===== config.mk =====
export PLATFORM = sky130hd
export DESIGN_NAME = code_rain_pixel_renderer_flat
export DESIGN_NICKNAME = d
export VERILOG_FILES = /design/src/rtl/crpr_pkg.sv /design/src/rtl/crpr_in_if.sv /design/src/rtl/crpr_out_if.sv /design/src/rtl/crpr_div_stage.sv /design/src/rtl/code_rain_pixel_renderer.sv /design/src/flat_wrapper.sv
export SDC_FILE = /design/constraint.sdc
export NUM_CORES = 1
export LEC_CHECK = 0
export BUFFER_PORTS_ARGS = -buffer_cell sky130_fd_sc_hd__buf_2
export CAP_MARGIN = 10
export CORE_MARGIN = 2
export CORE_UTILIZATION = 55
export CTS_CLUSTER_DIAMETER = 150
export DETAILED_ROUTE_END_ITERATION = 8
export PLACE_DENSITY = 0.75
export SYNTH_ARGS = -nofsm -noshare
export SYNTH_HDL_FRONTEND = slang
export SYNTH_SLANG_ARGS = --single-unit

===== constraint.sdc =====
create_clock -name clk -period 5.89 [get_ports clk]
set_input_delay 1.178 -clock clk [delete_from_list [all_inputs] [get_ports clk]]
set_output_delay 1.178 -clock clk [all_outputs]
set_load 0.03 [all_outputs]

===== src/rtl/crpr_pkg.sv =====
// ----------------------------------------------------------------------------
// crpr_pkg
// Shared types and constants of the code-rain pixel renderer.
// ----------------------------------------------------------------------------
package crpr_pkg;

  localparam int DIV_WIDTH      = 8;
  localparam int DIV_BITS_STAGE = 2;
  localparam int DIV_STAGES     = DIV_WIDTH / DIV_BITS_STAGE;

  typedef enum logic [1:0] {
    ACT_KEEP  = 2'd0,
    ACT_ON    = 2'd1,
    ACT_CLEAR = 2'd2,
    ACT_DIM   = 2'd3
  } crpr_action_t;

  typedef enum logic [2:0] {
    REG_SEED        = 3'd0,
    REG_HASH_FACTOR = 3'd1,
    REG_MAX_DELAY   = 3'd2,
    REG_TRAIL_BRIGHT = 3'd3,
    REG_TRAIL_STEPS = 3'd4,
    REG_REVEAL_STEP = 3'd5,
    REG_FRAME_TOTAL = 3'd6
  } crpr_reg_t;

  typedef struct packed {
    logic [6:0]   rem;
    logic [7:0]   num;
    logic [7:0]   quo;
    logic [6:0]   den;
    crpr_action_t action;
    logic         done;
  } crpr_div_t;

endpackage


===== src/rtl/crpr_in_if.sv =====
// ----------------------------------------------------------------------------
// crpr_in_if
// Pixel request channel: column, row, frame number and word flag.
// ----------------------------------------------------------------------------
interface crpr_in_if;
  logic       valid;
  logic       ready;
  logic [3:0] column;
  logic [3:0] row;
  logic [7:0] frame_index;
  logic       word_pixel;

  modport source (output valid, output column, output row, output frame_index,
                  output word_pixel, input ready);
  modport sink (input valid, input column, input row, input frame_index,
                input word_pixel, output ready);
endinterface


===== src/rtl/crpr_out_if.sv =====
// ----------------------------------------------------------------------------
// crpr_out_if
// Pixel result channel: action, dim level and animation done flag.
// ----------------------------------------------------------------------------
interface crpr_out_if;
  logic       valid;
  logic       ready;
  logic [1:0] action;
  logic [7:0] brightness;
  logic       done_res;

  modport source (output valid, output action, output brightness,
                  output done_res, input ready);
  modport sink (input valid, input action, input brightness,
                input done_res, output ready);
endinterface


===== src/rtl/crpr_div_stage.sv =====
// ----------------------------------------------------------------------------
// crpr_div_stage
// One registered stage of the restoring divider: two quotient bits per beat.
// ----------------------------------------------------------------------------
module crpr_div_stage
  import crpr_pkg::*;
(
  input  logic      clk,
  input  logic      rst_n,
  input  logic      up_valid,
  output logic      up_ready,
  input  crpr_div_t up_data,
  output logic      dn_valid,
  input  logic      dn_ready,
  output crpr_div_t dn_data
);

  logic      valid_r;
  crpr_div_t data_r;
  crpr_div_t data_nxt;

  function automatic crpr_div_t div_bit(input crpr_div_t d);
    crpr_div_t  o;
    logic [7:0] shifted;
    logic [8:0] trial;
    o       = d;
    shifted = {d.rem, d.num[7]};
    trial   = {1'b0, shifted} - {2'b00, d.den};
    o.num   = {d.num[6:0], 1'b0};
    if (!trial[8]) begin
      o.rem = trial[6:0];
      o.quo = {d.quo[6:0], 1'b1};
    end else begin
      o.rem = shifted[6:0];
      o.quo = {d.quo[6:0], 1'b0};
    end
    return o;
  endfunction

  always_comb begin
    data_nxt = up_data;
    for (int i = 0; i < DIV_BITS_STAGE; i++) begin
      data_nxt = div_bit(data_nxt);
    end
  end

  assign up_ready = !valid_r || dn_ready;
  assign dn_valid = valid_r;
  assign dn_data  = data_r;

  always_ff @(posedge clk) begin
    if (!rst_n) begin
      valid_r <= 1'b0;
    end else if (up_ready) begin
      valid_r <= up_valid;
    end
  end

  always_ff @(posedge clk) begin
    if (up_ready && up_valid) begin
      data_r <= data_nxt;
    end
  end

endmodule


===== src/rtl/code_rain_pixel_renderer.sv =====
// ----------------------------------------------------------------------------
// code_rain_pixel_renderer
// Decides per pixel of a code-rain frame: leave, full on, clear or dim.
// ----------------------------------------------------------------------------
// One pixel beat is accepted every cycle unless the result side stalls. Five
// register stages hash the column to its start frame and decode the pixel
// (two 8-bit product stages, a scaling product, the drop head, the trail
// decode); four more run a restoring divider, two quotient bits per stage,
// for the dim level. Each stage holds its own valid bit and fills a bubble
// while the result side stalls. The user must write configuration through
// cfg_we, cfg_index, cfg_data only while no pixel is in flight; not enforced.
module code_rain_pixel_renderer
  import crpr_pkg::*;
#(
  parameter int NUM_ROWS    = 10,
  parameter int NUM_COLUMNS = 11
) (
  input  logic       clk,
  input  logic       rst_n,
  input  logic       cfg_we,
  input  logic [2:0] cfg_index,
  input  logic [7:0] cfg_data,
  crpr_in_if.sink    in_ch,
  crpr_out_if.source out_ch
);

  localparam int CmpW = 7;

  typedef struct packed {
    logic [7:0] hash;
    logic [3:0] row;
    logic [7:0] frame;
    logic       word;
    logic       done;
    logic       on;
  } crpr_hash_t;

  typedef struct packed {
    logic [7:0] head;
    logic       started;
    logic [3:0] row;
    logic       word;
    logic       done;
    logic       on;
  } crpr_head_t;

  logic [7:0] seed_r;
  logic [7:0] hash_factor_r;
  logic [7:0] max_delay_r;
  logic [7:0] trail_bright_r;
  logic [6:0] trail_steps_r;
  logic [6:0] reveal_step_r;
  logic [7:0] frame_total_r;

  logic [4:0] v_r;
  logic [5:0] rdy;

  crpr_hash_t s1_r, s1_nxt;
  crpr_hash_t s2_r, s2_nxt;
  crpr_hash_t s3_r, s3_nxt;
  crpr_head_t s4_r, s4_nxt;
  crpr_div_t  s5_r, s5_nxt;

  crpr_div_t  dv   [DIV_STAGES+1];
  logic       dvv  [DIV_STAGES+1];
  logic       dvr  [DIV_STAGES+1];

  always_ff @(posedge clk) begin
    if (!rst_n) begin
      seed_r         <= 8'd0;
      hash_factor_r  <= 8'd167;
      max_delay_r    <= 8'd16;
      trail_bright_r <= 8'd255;
      trail_steps_r  <= 7'd4;
      reveal_step_r  <= 7'd2;
      frame_total_r  <= 8'd64;
    end else if (cfg_we) begin
      case (crpr_reg_t'(cfg_index))
        REG_SEED:         seed_r         <= cfg_data;
        REG_HASH_FACTOR:  hash_factor_r  <= cfg_data;
        REG_MAX_DELAY:    max_delay_r    <= cfg_data;
        REG_TRAIL_BRIGHT: trail_bright_r <= cfg_data;
        REG_TRAIL_STEPS:  trail_steps_r  <= cfg_data[6:0];
        REG_REVEAL_STEP:  reveal_step_r  <= cfg_data[6:0];
        REG_FRAME_TOTAL:  frame_total_r  <= cfg_data;
        default: ;
      endcase
    end
  end

  // stage ready chain
  always_comb begin
    rdy[5] = dvr[0];
    for (int k = 4; k >= 0; k--) begin
      rdy[k] = !v_r[k] || rdy[k+1];
    end
  end
  assign in_ch.ready = rdy[0];

  always_ff @(posedge clk) begin
    if (!rst_n) begin
      v_r <= '0;
    end else begin
      if (rdy[0]) v_r[0] <= in_ch.valid;
      if (rdy[1]) v_r[1] <= v_r[0];
      if (rdy[2]) v_r[2] <= v_r[1];
      if (rdy[3]) v_r[3] <= v_r[2];
      if (rdy[4]) v_r[4] <= v_r[3];
    end
  end

  // stage 1: first hash product
  logic [7:0]  col_seed;
  logic [15:0] prod1;
  always_comb begin
    col_seed     = 8'({4'd0, in_ch.column} + seed_r);
    prod1        = col_seed * hash_factor_r;
    s1_nxt.hash  = prod1[7:0];
    s1_nxt.row   = in_ch.row;
    s1_nxt.frame = in_ch.frame_index;
    s1_nxt.word  = in_ch.word_pixel;
    s1_nxt.done  = in_ch.frame_index >= frame_total_r;
    s1_nxt.on    = (CmpW'(in_ch.column) < CmpW'(NUM_COLUMNS))
                && (CmpW'(in_ch.row) < CmpW'(NUM_ROWS));
  end

  // stage 2: fold and second product
  logic [7:0]  fold;
  logic [15:0] prod2;
  always_comb begin
    fold        = s1_r.hash ^ {4'd0, s1_r.hash[7:4]};
    prod2       = fold * hash_factor_r;
    s2_nxt      = s1_r;
    s2_nxt.hash = prod2[7:0];
  end

  // stage 3: scale to start frame
  logic [15:0] prod3;
  always_comb begin
    prod3       = s2_r.hash * max_delay_r;
    s3_nxt      = s2_r;
    s3_nxt.hash = prod3[15:8];
  end

  // stage 4: drop head
  always_comb begin
    s4_nxt.started = s3_r.frame >= s3_r.hash;
    s4_nxt.head    = s3_r.frame - s3_r.hash;
    s4_nxt.row     = s3_r.row;
    s4_nxt.word    = s3_r.word;
    s4_nxt.done    = s3_r.done;
    s4_nxt.on      = s3_r.on;
  end

  // stage 5: trail decode
  logic [7:0] row_w;
  logic [7:0] gap;
  logic [8:0] gap_inc;
  logic [7:0] fade;
  always_comb begin
    row_w    = {4'd0, s4_r.row};
    gap      = s4_r.head - row_w;
    gap_inc  = {1'b0, gap} + 9'd1;
    fade     = gap_inc[8:1];
    s5_nxt.rem    = '0;
    s5_nxt.num    = trail_bright_r;
    s5_nxt.quo    = '0;
    s5_nxt.den    = 7'd1;
    s5_nxt.done   = s4_r.done;
    s5_nxt.action = ACT_KEEP;
    if (!s4_r.done && s4_r.on && s4_r.started) begin
      if (row_w == s4_r.head) begin
        s5_nxt.action = ACT_ON;
      end else if (row_w < s4_r.head) begin
        if (s4_r.word && fade > {1'b0, reveal_step_r}) begin
          s5_nxt.action = ACT_ON;
        end else if (fade > {1'b0, trail_steps_r}) begin
          s5_nxt.action = ACT_CLEAR;
        end else begin
          s5_nxt.action = ACT_DIM;
          s5_nxt.den    = fade[6:0];
        end
      end
    end
  end

  always_ff @(posedge clk) begin
    if (rdy[0] && in_ch.valid) s1_r <= s1_nxt;
    if (rdy[1] && v_r[0])      s2_r <= s2_nxt;
    if (rdy[2] && v_r[1])      s3_r <= s3_nxt;
    if (rdy[3] && v_r[2])      s4_r <= s4_nxt;
    if (rdy[4] && v_r[3])      s5_r <= s5_nxt;
  end

  // divider pipeline
  assign dv[0]  = s5_r;
  assign dvv[0] = v_r[4];
  assign dvr[DIV_STAGES] = out_ch.ready;

  for (genvar g = 0; g < DIV_STAGES; g++) begin : g_div
    crpr_div_stage u_stage (
      .clk      (clk),
      .rst_n    (rst_n),
      .up_valid (dvv[g]),
      .up_ready (dvr[g]),
      .up_data  (dv[g]),
      .dn_valid (dvv[g+1]),
      .dn_ready (dvr[g+1]),
      .dn_data  (dv[g+1])
    );
  end

  assign out_ch.valid      = dvv[DIV_STAGES];
  assign out_ch.action     = dv[DIV_STAGES].action;
  assign out_ch.brightness = (dv[DIV_STAGES].action == ACT_DIM) ? dv[DIV_STAGES].quo : 8'd0;
  assign out_ch.done_res   = dv[DIV_STAGES].done;

endmodule


===== src/flat_wrapper.sv =====
// flat-port wrapper written by rule: the top's interface ports become plain ports
module code_rain_pixel_renderer_flat import crpr_pkg::*;
#(
  parameter int NUM_ROWS    = 10,
  parameter int NUM_COLUMNS = 11
)
  (clk, rst_n, cfg_we, cfg_index, cfg_data, in_ch_valid, in_ch_column, in_ch_row, in_ch_frame_index, in_ch_word_pixel, in_ch_ready, out_ch_valid, out_ch_action, out_ch_brightness, out_ch_done_res, out_ch_ready);
  crpr_in_if in_ch_i ();
  crpr_out_if out_ch_i ();
  input  logic clk;
  input  logic rst_n;
  input  logic cfg_we;
  input  logic [2:0] cfg_index;
  input  logic [7:0] cfg_data;
  input wire logic [$bits(in_ch_i.valid)-1:0] in_ch_valid;
  input wire logic [$bits(in_ch_i.column)-1:0] in_ch_column;
  input wire logic [$bits(in_ch_i.row)-1:0] in_ch_row;
  input wire logic [$bits(in_ch_i.frame_index)-1:0] in_ch_frame_index;
  input wire logic [$bits(in_ch_i.word_pixel)-1:0] in_ch_word_pixel;
  output wire logic [$bits(in_ch_i.ready)-1:0] in_ch_ready;
  output wire logic [$bits(out_ch_i.valid)-1:0] out_ch_valid;
  output wire logic [$bits(out_ch_i.action)-1:0] out_ch_action;
  output wire logic [$bits(out_ch_i.brightness)-1:0] out_ch_brightness;
  output wire logic [$bits(out_ch_i.done_res)-1:0] out_ch_done_res;
  input wire logic [$bits(out_ch_i.ready)-1:0] out_ch_ready;
  assign in_ch_i.valid = in_ch_valid;
  assign in_ch_i.column = in_ch_column;
  assign in_ch_i.row = in_ch_row;
  assign in_ch_i.frame_index = in_ch_frame_index;
  assign in_ch_i.word_pixel = in_ch_word_pixel;
  assign in_ch_ready = in_ch_i.ready;
  assign out_ch_valid = out_ch_i.valid;
  assign out_ch_action = out_ch_i.action;
  assign out_ch_brightness = out_ch_i.brightness;
  assign out_ch_done_res = out_ch_i.done_res;
  assign out_ch_i.ready = out_ch_ready;
  code_rain_pixel_renderer #(.NUM_ROWS(NUM_ROWS), .NUM_COLUMNS(NUM_COLUMNS)) u_core (.clk(clk), .rst_n(rst_n), .cfg_we(cfg_we), .cfg_index(cfg_index), .cfg_data(cfg_data), .in_ch(in_ch_i), .out_ch(out_ch_i));
endmodule

==> Word level (Yosys, flattened, before mapping) <==
Cells that the tools add are included.
{ "op_classes": {"n_addsub": 12, "multipliers": 3, "order_cmp": 7, "n_eq_ne": 8, "n_mux": 20, "bitwise": 3, "n_reduce_logical": 42} }
{ "ops": {"columns": ["op", "n"], "rows": [
  ["$sub A8 B7 Y9", 7],
  ["$mux W7", 7],
  ["$ge A8 B8 Y1", 2],
  ["$gt A8 B7 Y1", 2],
  ["$mul A8 B8 Y16", 1],
  ["$mul A8 B8 Y8", 2],
  ["$reduce_and A2 Y1", 7],
  ["$logic_and A1 B1 Y1", 13],
  ["$mux W1", 12],
  ["$logic_not A1 Y1", 10],
  ["$add A8 B1 Y9 const B", 1],
  ["$eq A3 B3 Y1 const B", 3],
  ["$logic_or A1 B1 Y1", 9],
  ["$add A4 B8 Y8", 1],
  ["$eq A4 B8 Y1", 1],
  ["$lt A4 B4 Y1 const B", 2],
  ["$lt A4 B8 Y1", 1],
  ["$mux W8", 1],
  ["$sub A1 B7 Y8", 1],
  ["$sub A8 B4 Y8", 1],
  ["$sub A8 B8 Y8", 1],
  ["$xor A8 B4 Y8", 1],
  ["$eq A3 B2 Y1 const B", 2],
  ["$reduce_or A5 Y1", 1],
  ["5 further kinds", 6]
]} }
{ "word_totals": {"ff_bits": 252, "inputBits": 33, "wordCells": 161} }

==> Longest topological paths before layout <==
{ "depth": {"ltp_word": 11, "ltp_mapped": 20, "mapped_depth_nobuf": 20} }

==> By module <==
From an unflattened synthesis, not the netlist that was laid out.
{ "unflattened": {"hier_cells": 1585, "hier_area_um2": 17899.7} }
{ "modules_own_cells": {"columns": ["mod", "n_inst", "cells_per_inst", "area_each_um2"], "rows": [
  ["code_rain_pixel_renderer", 1, 1041, 10707.8],
  ["crpr_div_stage", 4, 136, 1798.0]
]} }

==> Worst setup path after synthesis <==
Ideal clock, no wire load.
{ "synth_path": {"path_type": "input to register", "startpoint": "in in_ch_column[0]", "endpoint": "reg u_core.s1_r[22] (netlist bit), data pin", "setup_ps": 268, "t_arrival_ps": 5382, "required_time_ps": 5622, "slack_ps": 240, "stages": 18, "n_path_buf": 0, "path_cell_list": "ha_1 -> fa_1 -> a21o_1 -> a21oi_1 -> xnor2_1 -> and2_1 -> fa_1 -> ha_1 -> inv_1 -> fa_1 -> fa_1 -> inv_1 -> ha_1 -> a21oi_1 -> xnor2_1 -> xnor2_1 -> xnor2_1 -> xnor3_1"} }
{ "synth_between": {"elab_chain_len": 2} }
{ "synth_lines": {"columns": ["item", "line", "text"], "rows": [
  ["start: declaration", "flat_wrapper.sv:16", "input wire logic [$bits(in_ch_i.column)-1:0] in_ch_column;"],
  ["$add A4 B8 Y8", "code_rain_pixel_renderer.sv:116", "col_seed = 8'({4'd0, in_ch.column} + seed_r);"],
  ["$mul A8 B8 Y8", "code_rain_pixel_renderer.sv:117", "prod1 = col_seed * hash_factor_r;"],
  ["net u_core.prod1[7]", "code_rain_pixel_renderer.sv:114", "logic [15:0] prod1;"],
  ["end signal: assignment", "code_rain_pixel_renderer.sv:188", "if (rdy[0] && in_ch.valid) s1_r <= s1_nxt;"],
  ["end: declaration", "code_rain_pixel_renderer.sv:58", "crpr_hash_t s1_r, s1_nxt;"]
]} }
The timed path passes the listed nets, and every way through them passes these cells.
A chain may end at the register's enable or synchronous reset.

==> Worst setup path in the final report <==
Ends and elaborated chain as after synthesis.

==> results.md <==
- The region available for standard cell placement spans ~28000 sq um.
- The critical path depth in cells is 19.
- In the routed design, unresolved DRC markers number 0.
- The worst setup slack before clock tree synthesis is -0.0717 ns.
- The mapped netlist covers about 16000 sq um.
- The number of unique standard cell types used by synthesis is 69.
- Wires add up to between 20 and 30 mm.
- In this run the mean area of a mapped cell was between 10 and 15 sq um.
- The headroom to the max-slew limit is roughly a fifth.
- After detailed routing, the average wire length per cell comes to about 16 um.
- For this run, the top clock speed supported by timing is around 180 MHz.
- The number of flops mapped to enable cells by yosys is between 150 and 200.
- From bottom edge to top edge, the die measures 173 um.
- Across all register-to-register paths, the minimum setup slack is 0.89 ns.
- The library cell used most frequently in the layout, excluding fill and tap cells, is sky130_fd_sc_hd__inv_1.
- Counting flops with an async set or reset pin after synthesis yields a share of 0%.
- The routed layout has 10089 vias.
- The fill cell total of the finished layout is roughly 2300.
- The transition time at the pin with the least slew margin is about 1.2 ns.
- The largest fanout on the critical path is 2.
- Of the total power, the clock network draws between 20 and 30%.
- In the post-synthesis netlist, the biggest area contributors are sky130_fd_sc_hd__edfxtp_1 36%, sky130_fd_sc_hd__ha_1 12%, sky130_fd_sc_hd__fa_1 8.7%.
- The critical path goes through buf_2 > ha_1 > fa_1 > a21o_1 > a21oi_1 > xnor2_1 > and2_1 > fa_1 > ha_1 > inv_1 > fa_1 > fa_1 > inv_1 > ha_1 > a21oi_1 > xnor2_1 > xnor2_1 > xnor2_1 > xnor3_1.
- The clock slew at the register clock pins of the worst setup and hold paths is roughly 0.06 ns.
- The clock network latency to the later pin of the worst-skew pair is 0.54 ns.
- After layout, the worst path uses 92.5% of the clock period.
- The starting density of the core is 56.1%.
- The register area share after synthesis is between 40% and 50%.
- The total net switching power is approximately 1800 uW.
- For the worst setup path, the data required time is a little over 6 ns.
- The Yosys step of the flow raised 0 warnings.
- Summed over all cells, the static leakage comes to about 0.0075 uW.
- VDD sags by at most 911 uV.
- The internal cell power is 3880 uW.
- The post-CTS setup repair buffer count is 0.
- The global-route total usage across every layer is 20.5%.
- The predominant post-synthesis flop cell is sky130_fd_sc_hd__edfxtp_1.
- Entering global routing, the biggest net connects 64 pins.
- The first global-routing pass estimated 50.1 mm of wire.
- The shortest clock period the worst path allows after layout is roughly 5.5 ns.
- In this run the critical register-to-register path is captured at u_core.s1_r[22]$_DFFE_PP_.
- CTS saw approximately 250 sinks.
- Leaving out fill and tap cells, the most frequent cells in the layout are 201 x sky130_fd_sc_hd__inv_1, 189 x sky130_fd_sc_hd__edfxtp_1, 162 x sky130_fd_sc_hd__nand2_1.
- Global routing finished with a remaining overflow of 0.
- The number of buffers and inverters on the critical path is 3.
- The clock tree skew after final layout is approximately 0.023 ns.
- For this run, the slowest stage of the critical path takes 0.56 ns.
- The total I/O pin count is 46.
- The count of hold buffers inserted by post-cts repair is 0.
- The switching part of the total power is 31.2%.
- The portion of total power attributed to combinational logic is between 30 and 40%.
- The master of the slowest instance on the critical path is sky130_fd_sc_hd__fa_1.
- Following the worst setup path forward leads to its endpoint at u_core.s1_r[22]$_DFFE_PP_.
- The power density relative to cell area is 328 nW/um^2.
- Detailed placement ended at an HPWL of between 20 and 25 mm.
- The final number of max-transition violations is 0.
- The number of levels the H-tree was split into is 1.
- The kind of launch point of the worst setup path is an input port.
- Setup violations remaining at the end of the flow were counted as 0.
- The share of synthesized area in the top cell type comes to between 30% and 40%.
- The dominant cell type by area after synthesis is sky130_fd_sc_hd__edfxtp_1.
- In the final layout, the share of cells above drive strength 1 is under 10%.
- The number of global-route vias before repair came to 10510.
- Setup repair after global routing left no endpoint under its margin.
- With fillers left out, the area of the finished cells amounts to 17200 sq um.
- The post-synthesis register bit count is 252.
- Input and output buffers added on the ports amount to 45.
- The buffer type at the clock tree root is sky130_fd_sc_hd__clkbuf_16.
- The post-synthesis to final-layout area growth is 9.89%.
- Across the whole layout, storage elements account for just under 7000 sq um.
- The startpoint of the most critical register-to-register path is u_core.seed_r[0]$_SDFFE_PN0P_.
- Counting cells, the worst reg-to-reg path comes to 18.
- The arrival time of data at the critical path endpoint is about 5.7 ns.
- The overall die width is roughly 170 um.
- The die area is 29900 sq um.
- The maximum clock insertion buffer count is 3.
- After layout, the worst setup slack is around 0.44 ns.
- The count of maximum capacitance violations is 0.
- The hold violation total from the final report is 0.
- For this block, the initial DRC count from the detailed router was roughly 380.
- The number of buffers added by the clock tree synthesis step is 26.
- The placed instances occupy a cell area of 16400 sq um.
- The flow ran to the end, and the final reports show no timing, DRC or antenna violations.
- The relative contribution of sequential cells to total power is around two fifths.
- In this run the core area contains 61 standard-cell rows.
- The first detailed-routing pass took 5 iterations.
- For this run, the post-layout net count is approximately 1800.
- The remaining antenna violation count after routing is 0.
- Routability-driven placement finished with a final weighted congestion of roughly 0.84.
- The class of the most critical setup path is in2reg.
- The initial antenna violation count is 4.
- The family with the most delay on the worst path is adder cells.
- The critical path starts at in_ch_column[0].
- The multi-input combinational cell area is 7910 sq um.
- After detailed routing, the number of vias per cell comes to roughly 5.3.
- The classification of the worst-slack hold path is reg2reg.
- In this run, post-CTS repair resized a total of 0 instances.
- STA classifies the critical path endpoint as a flip-flop.
- TritonCTS built the clock tree.
- The number of standard cells after synthesis is 1443.
-- worst register-to-register path, stage by stage (launching register included) --
cell and delay (ns):
sky130_fd_sc_hd__dfxtp_1 0.33, sky130_fd_sc_hd__ha_1 0.21, sky130_fd_sc_hd__fa_1 0.40, sky130_fd_sc_hd__a21o_1 0.20, sky130_fd_sc_hd__a21oi_1 0.22, sky130_fd_sc_hd__xnor2_1 0.18, sky130_fd_sc_hd__and2_1 0.17, sky130_fd_sc_hd__fa_1 0.44
sky130_fd_sc_hd__ha_1 0.29, sky130_fd_sc_hd__inv_1 0.05, sky130_fd_sc_hd__fa_1 0.51, sky130_fd_sc_hd__fa_1 0.56, sky130_fd_sc_hd__inv_1 0.05, sky130_fd_sc_hd__ha_1 0.30, sky130_fd_sc_hd__a21oi_1 0.16, sky130_fd_sc_hd__xnor2_1 0.16
sky130_fd_sc_hd__xnor2_1 0.16, sky130_fd_sc_hd__xnor2_1 0.14, sky130_fd_sc_hd__xnor3_1 0.24
-- how the worst min path moves through the flow --
stage | startpoint | end | slack (ns) | cells past startpoint
final | u_core.s1_r[8]$_DFFE_PP_ | u_core.s2_r[8]$_DFFE_PP_ | 0.40 | 0
after detailed placement | u_core.g_div[0].u_stage.dn_data[0]$_DFFE_PP_ | u_core.g_div[1].u_stage.dn_data[0]$_DFFE_PP_ | 0.40 | 0
after floorplan | u_core.dv[132]$_DFFE_PP_ | u_core.g_div[0].u_stage.dn_data[0]$_DFFE_PP_ | 0.40 | 0
after CTS | u_core.s1_r[8]$_DFFE_PP_ | u_core.s2_r[8]$_DFFE_PP_ | 0.40 | 0
after global routing | u_core.s1_r[8]$_DFFE_PP_ | u_core.s2_r[8]$_DFFE_PP_ | 0.41 | 0
after global placement | u_core.g_div[2].u_stage.dn_data[12]$_DFFE_PP_ | u_core.g_div[3].u_stage.dn_data[14]$_DFFE_PP_ | 0.40 | 0
-- layer usage --
layer  track usage, %  up-vias  wire [um]
li1                 -     5002          -
met1             25.0     4877      12700
met2             37.4      157      15100
met3             3.19       51       1190
met4             6.07        2        838
met5                0        -         13
-- flip-flops by register name, indices dropped and copies added, names as in the netlist --
register / flops
u_core.g_div.u_stage.dn_valid: 4
u_core.s3_r: 23
u_core.max_delay_r: 8
u_core.s1_r: 23
u_core.frame_total_r: 8
u_core.s4_r: 12
u_core.trail_bright_r: 8
u_core.dv: 18
u_core.trail_steps_r: 7
u_core.row_w: 4
u_core.hash_factor_r: 8
u_core.s2_r: 23
u_core.reveal_step_r: 7
u_core.g_div.u_stage.dn_data: 86
u_core.seed_r: 8
u_core.v_r: 5
-- power groups by stage --
stage,Clock [uW],Combinational (uW),Sequential [uW]
after floorplan,0,1470,2190
after global placement,0,1800,2230
after detailed placement,0,1880,2230
after CTS,1610,1890,2200
after global routing,1690,2170,2210
final,1590,1860,2200
-- final cells by class --
class	count	area share, %
diodes	3	0.0436
flip-flops and latches	252	40.3
inverters	204	4.44
multi-input cells	969	45.9
well taps	378	2.74
clock inverters	12	0.712
repair buffers	57	1.83
clock buffers	34	4.07
-- synth_stat cells (26+ instances only) --
cell and count:
sky130_fd_sc_hd__a21o_1 26, sky130_fd_sc_hd__a21oi_1 43, sky130_fd_sc_hd__and2_1 90, sky130_fd_sc_hd__dfxtp_1 63
sky130_fd_sc_hd__edfxtp_1 189, sky130_fd_sc_hd__fa_1 68, sky130_fd_sc_hd__ha_1 154, sky130_fd_sc_hd__inv_1 201
sky130_fd_sc_hd__nand2_1 162, sky130_fd_sc_hd__nor2_1 46, sky130_fd_sc_hd__nor2b_1 43, sky130_fd_sc_hd__xnor2_1 56
-- logic make-up after synthesis --
logic type / Yosys count / share of synthesized area [%]
adder cells (fa/ha/maj): 222 / 21.0
other: 1 / 0.0239
buffers and inverters: 223 / 5.44
multiplexers: 35 / 2.49
AO/OA/AOI/OAI: 194 / 8.38
flip-flops: 252 / 44.2
AND/OR/NAND/NOR: 434 / 13.8
XOR/XNOR: 82 / 4.67
-- through the flow --
stage / power (uW) / utilization [%] / setup TNS (ns) / hold WS (ns) / cells
3_5_place_dp: 4110 / 58.7 / -0.0717 / 0.405 / 1860
4_1_cts: 5700 / 61.7 / 0 / 0.397 / 1906
3_3_place_gp: 4030 / 58.7 / 0 / 0.401 / 1860
5_1_grt: 6070 / 61.7 / 0 / 0.408 / 1907
2_1_floorplan: 3660 / - / 0 / 0.400 / 1444
6_report: 5640 / 61.7 / 0 / 0.400 / 1909
Power figures use the tool's default switching activity.
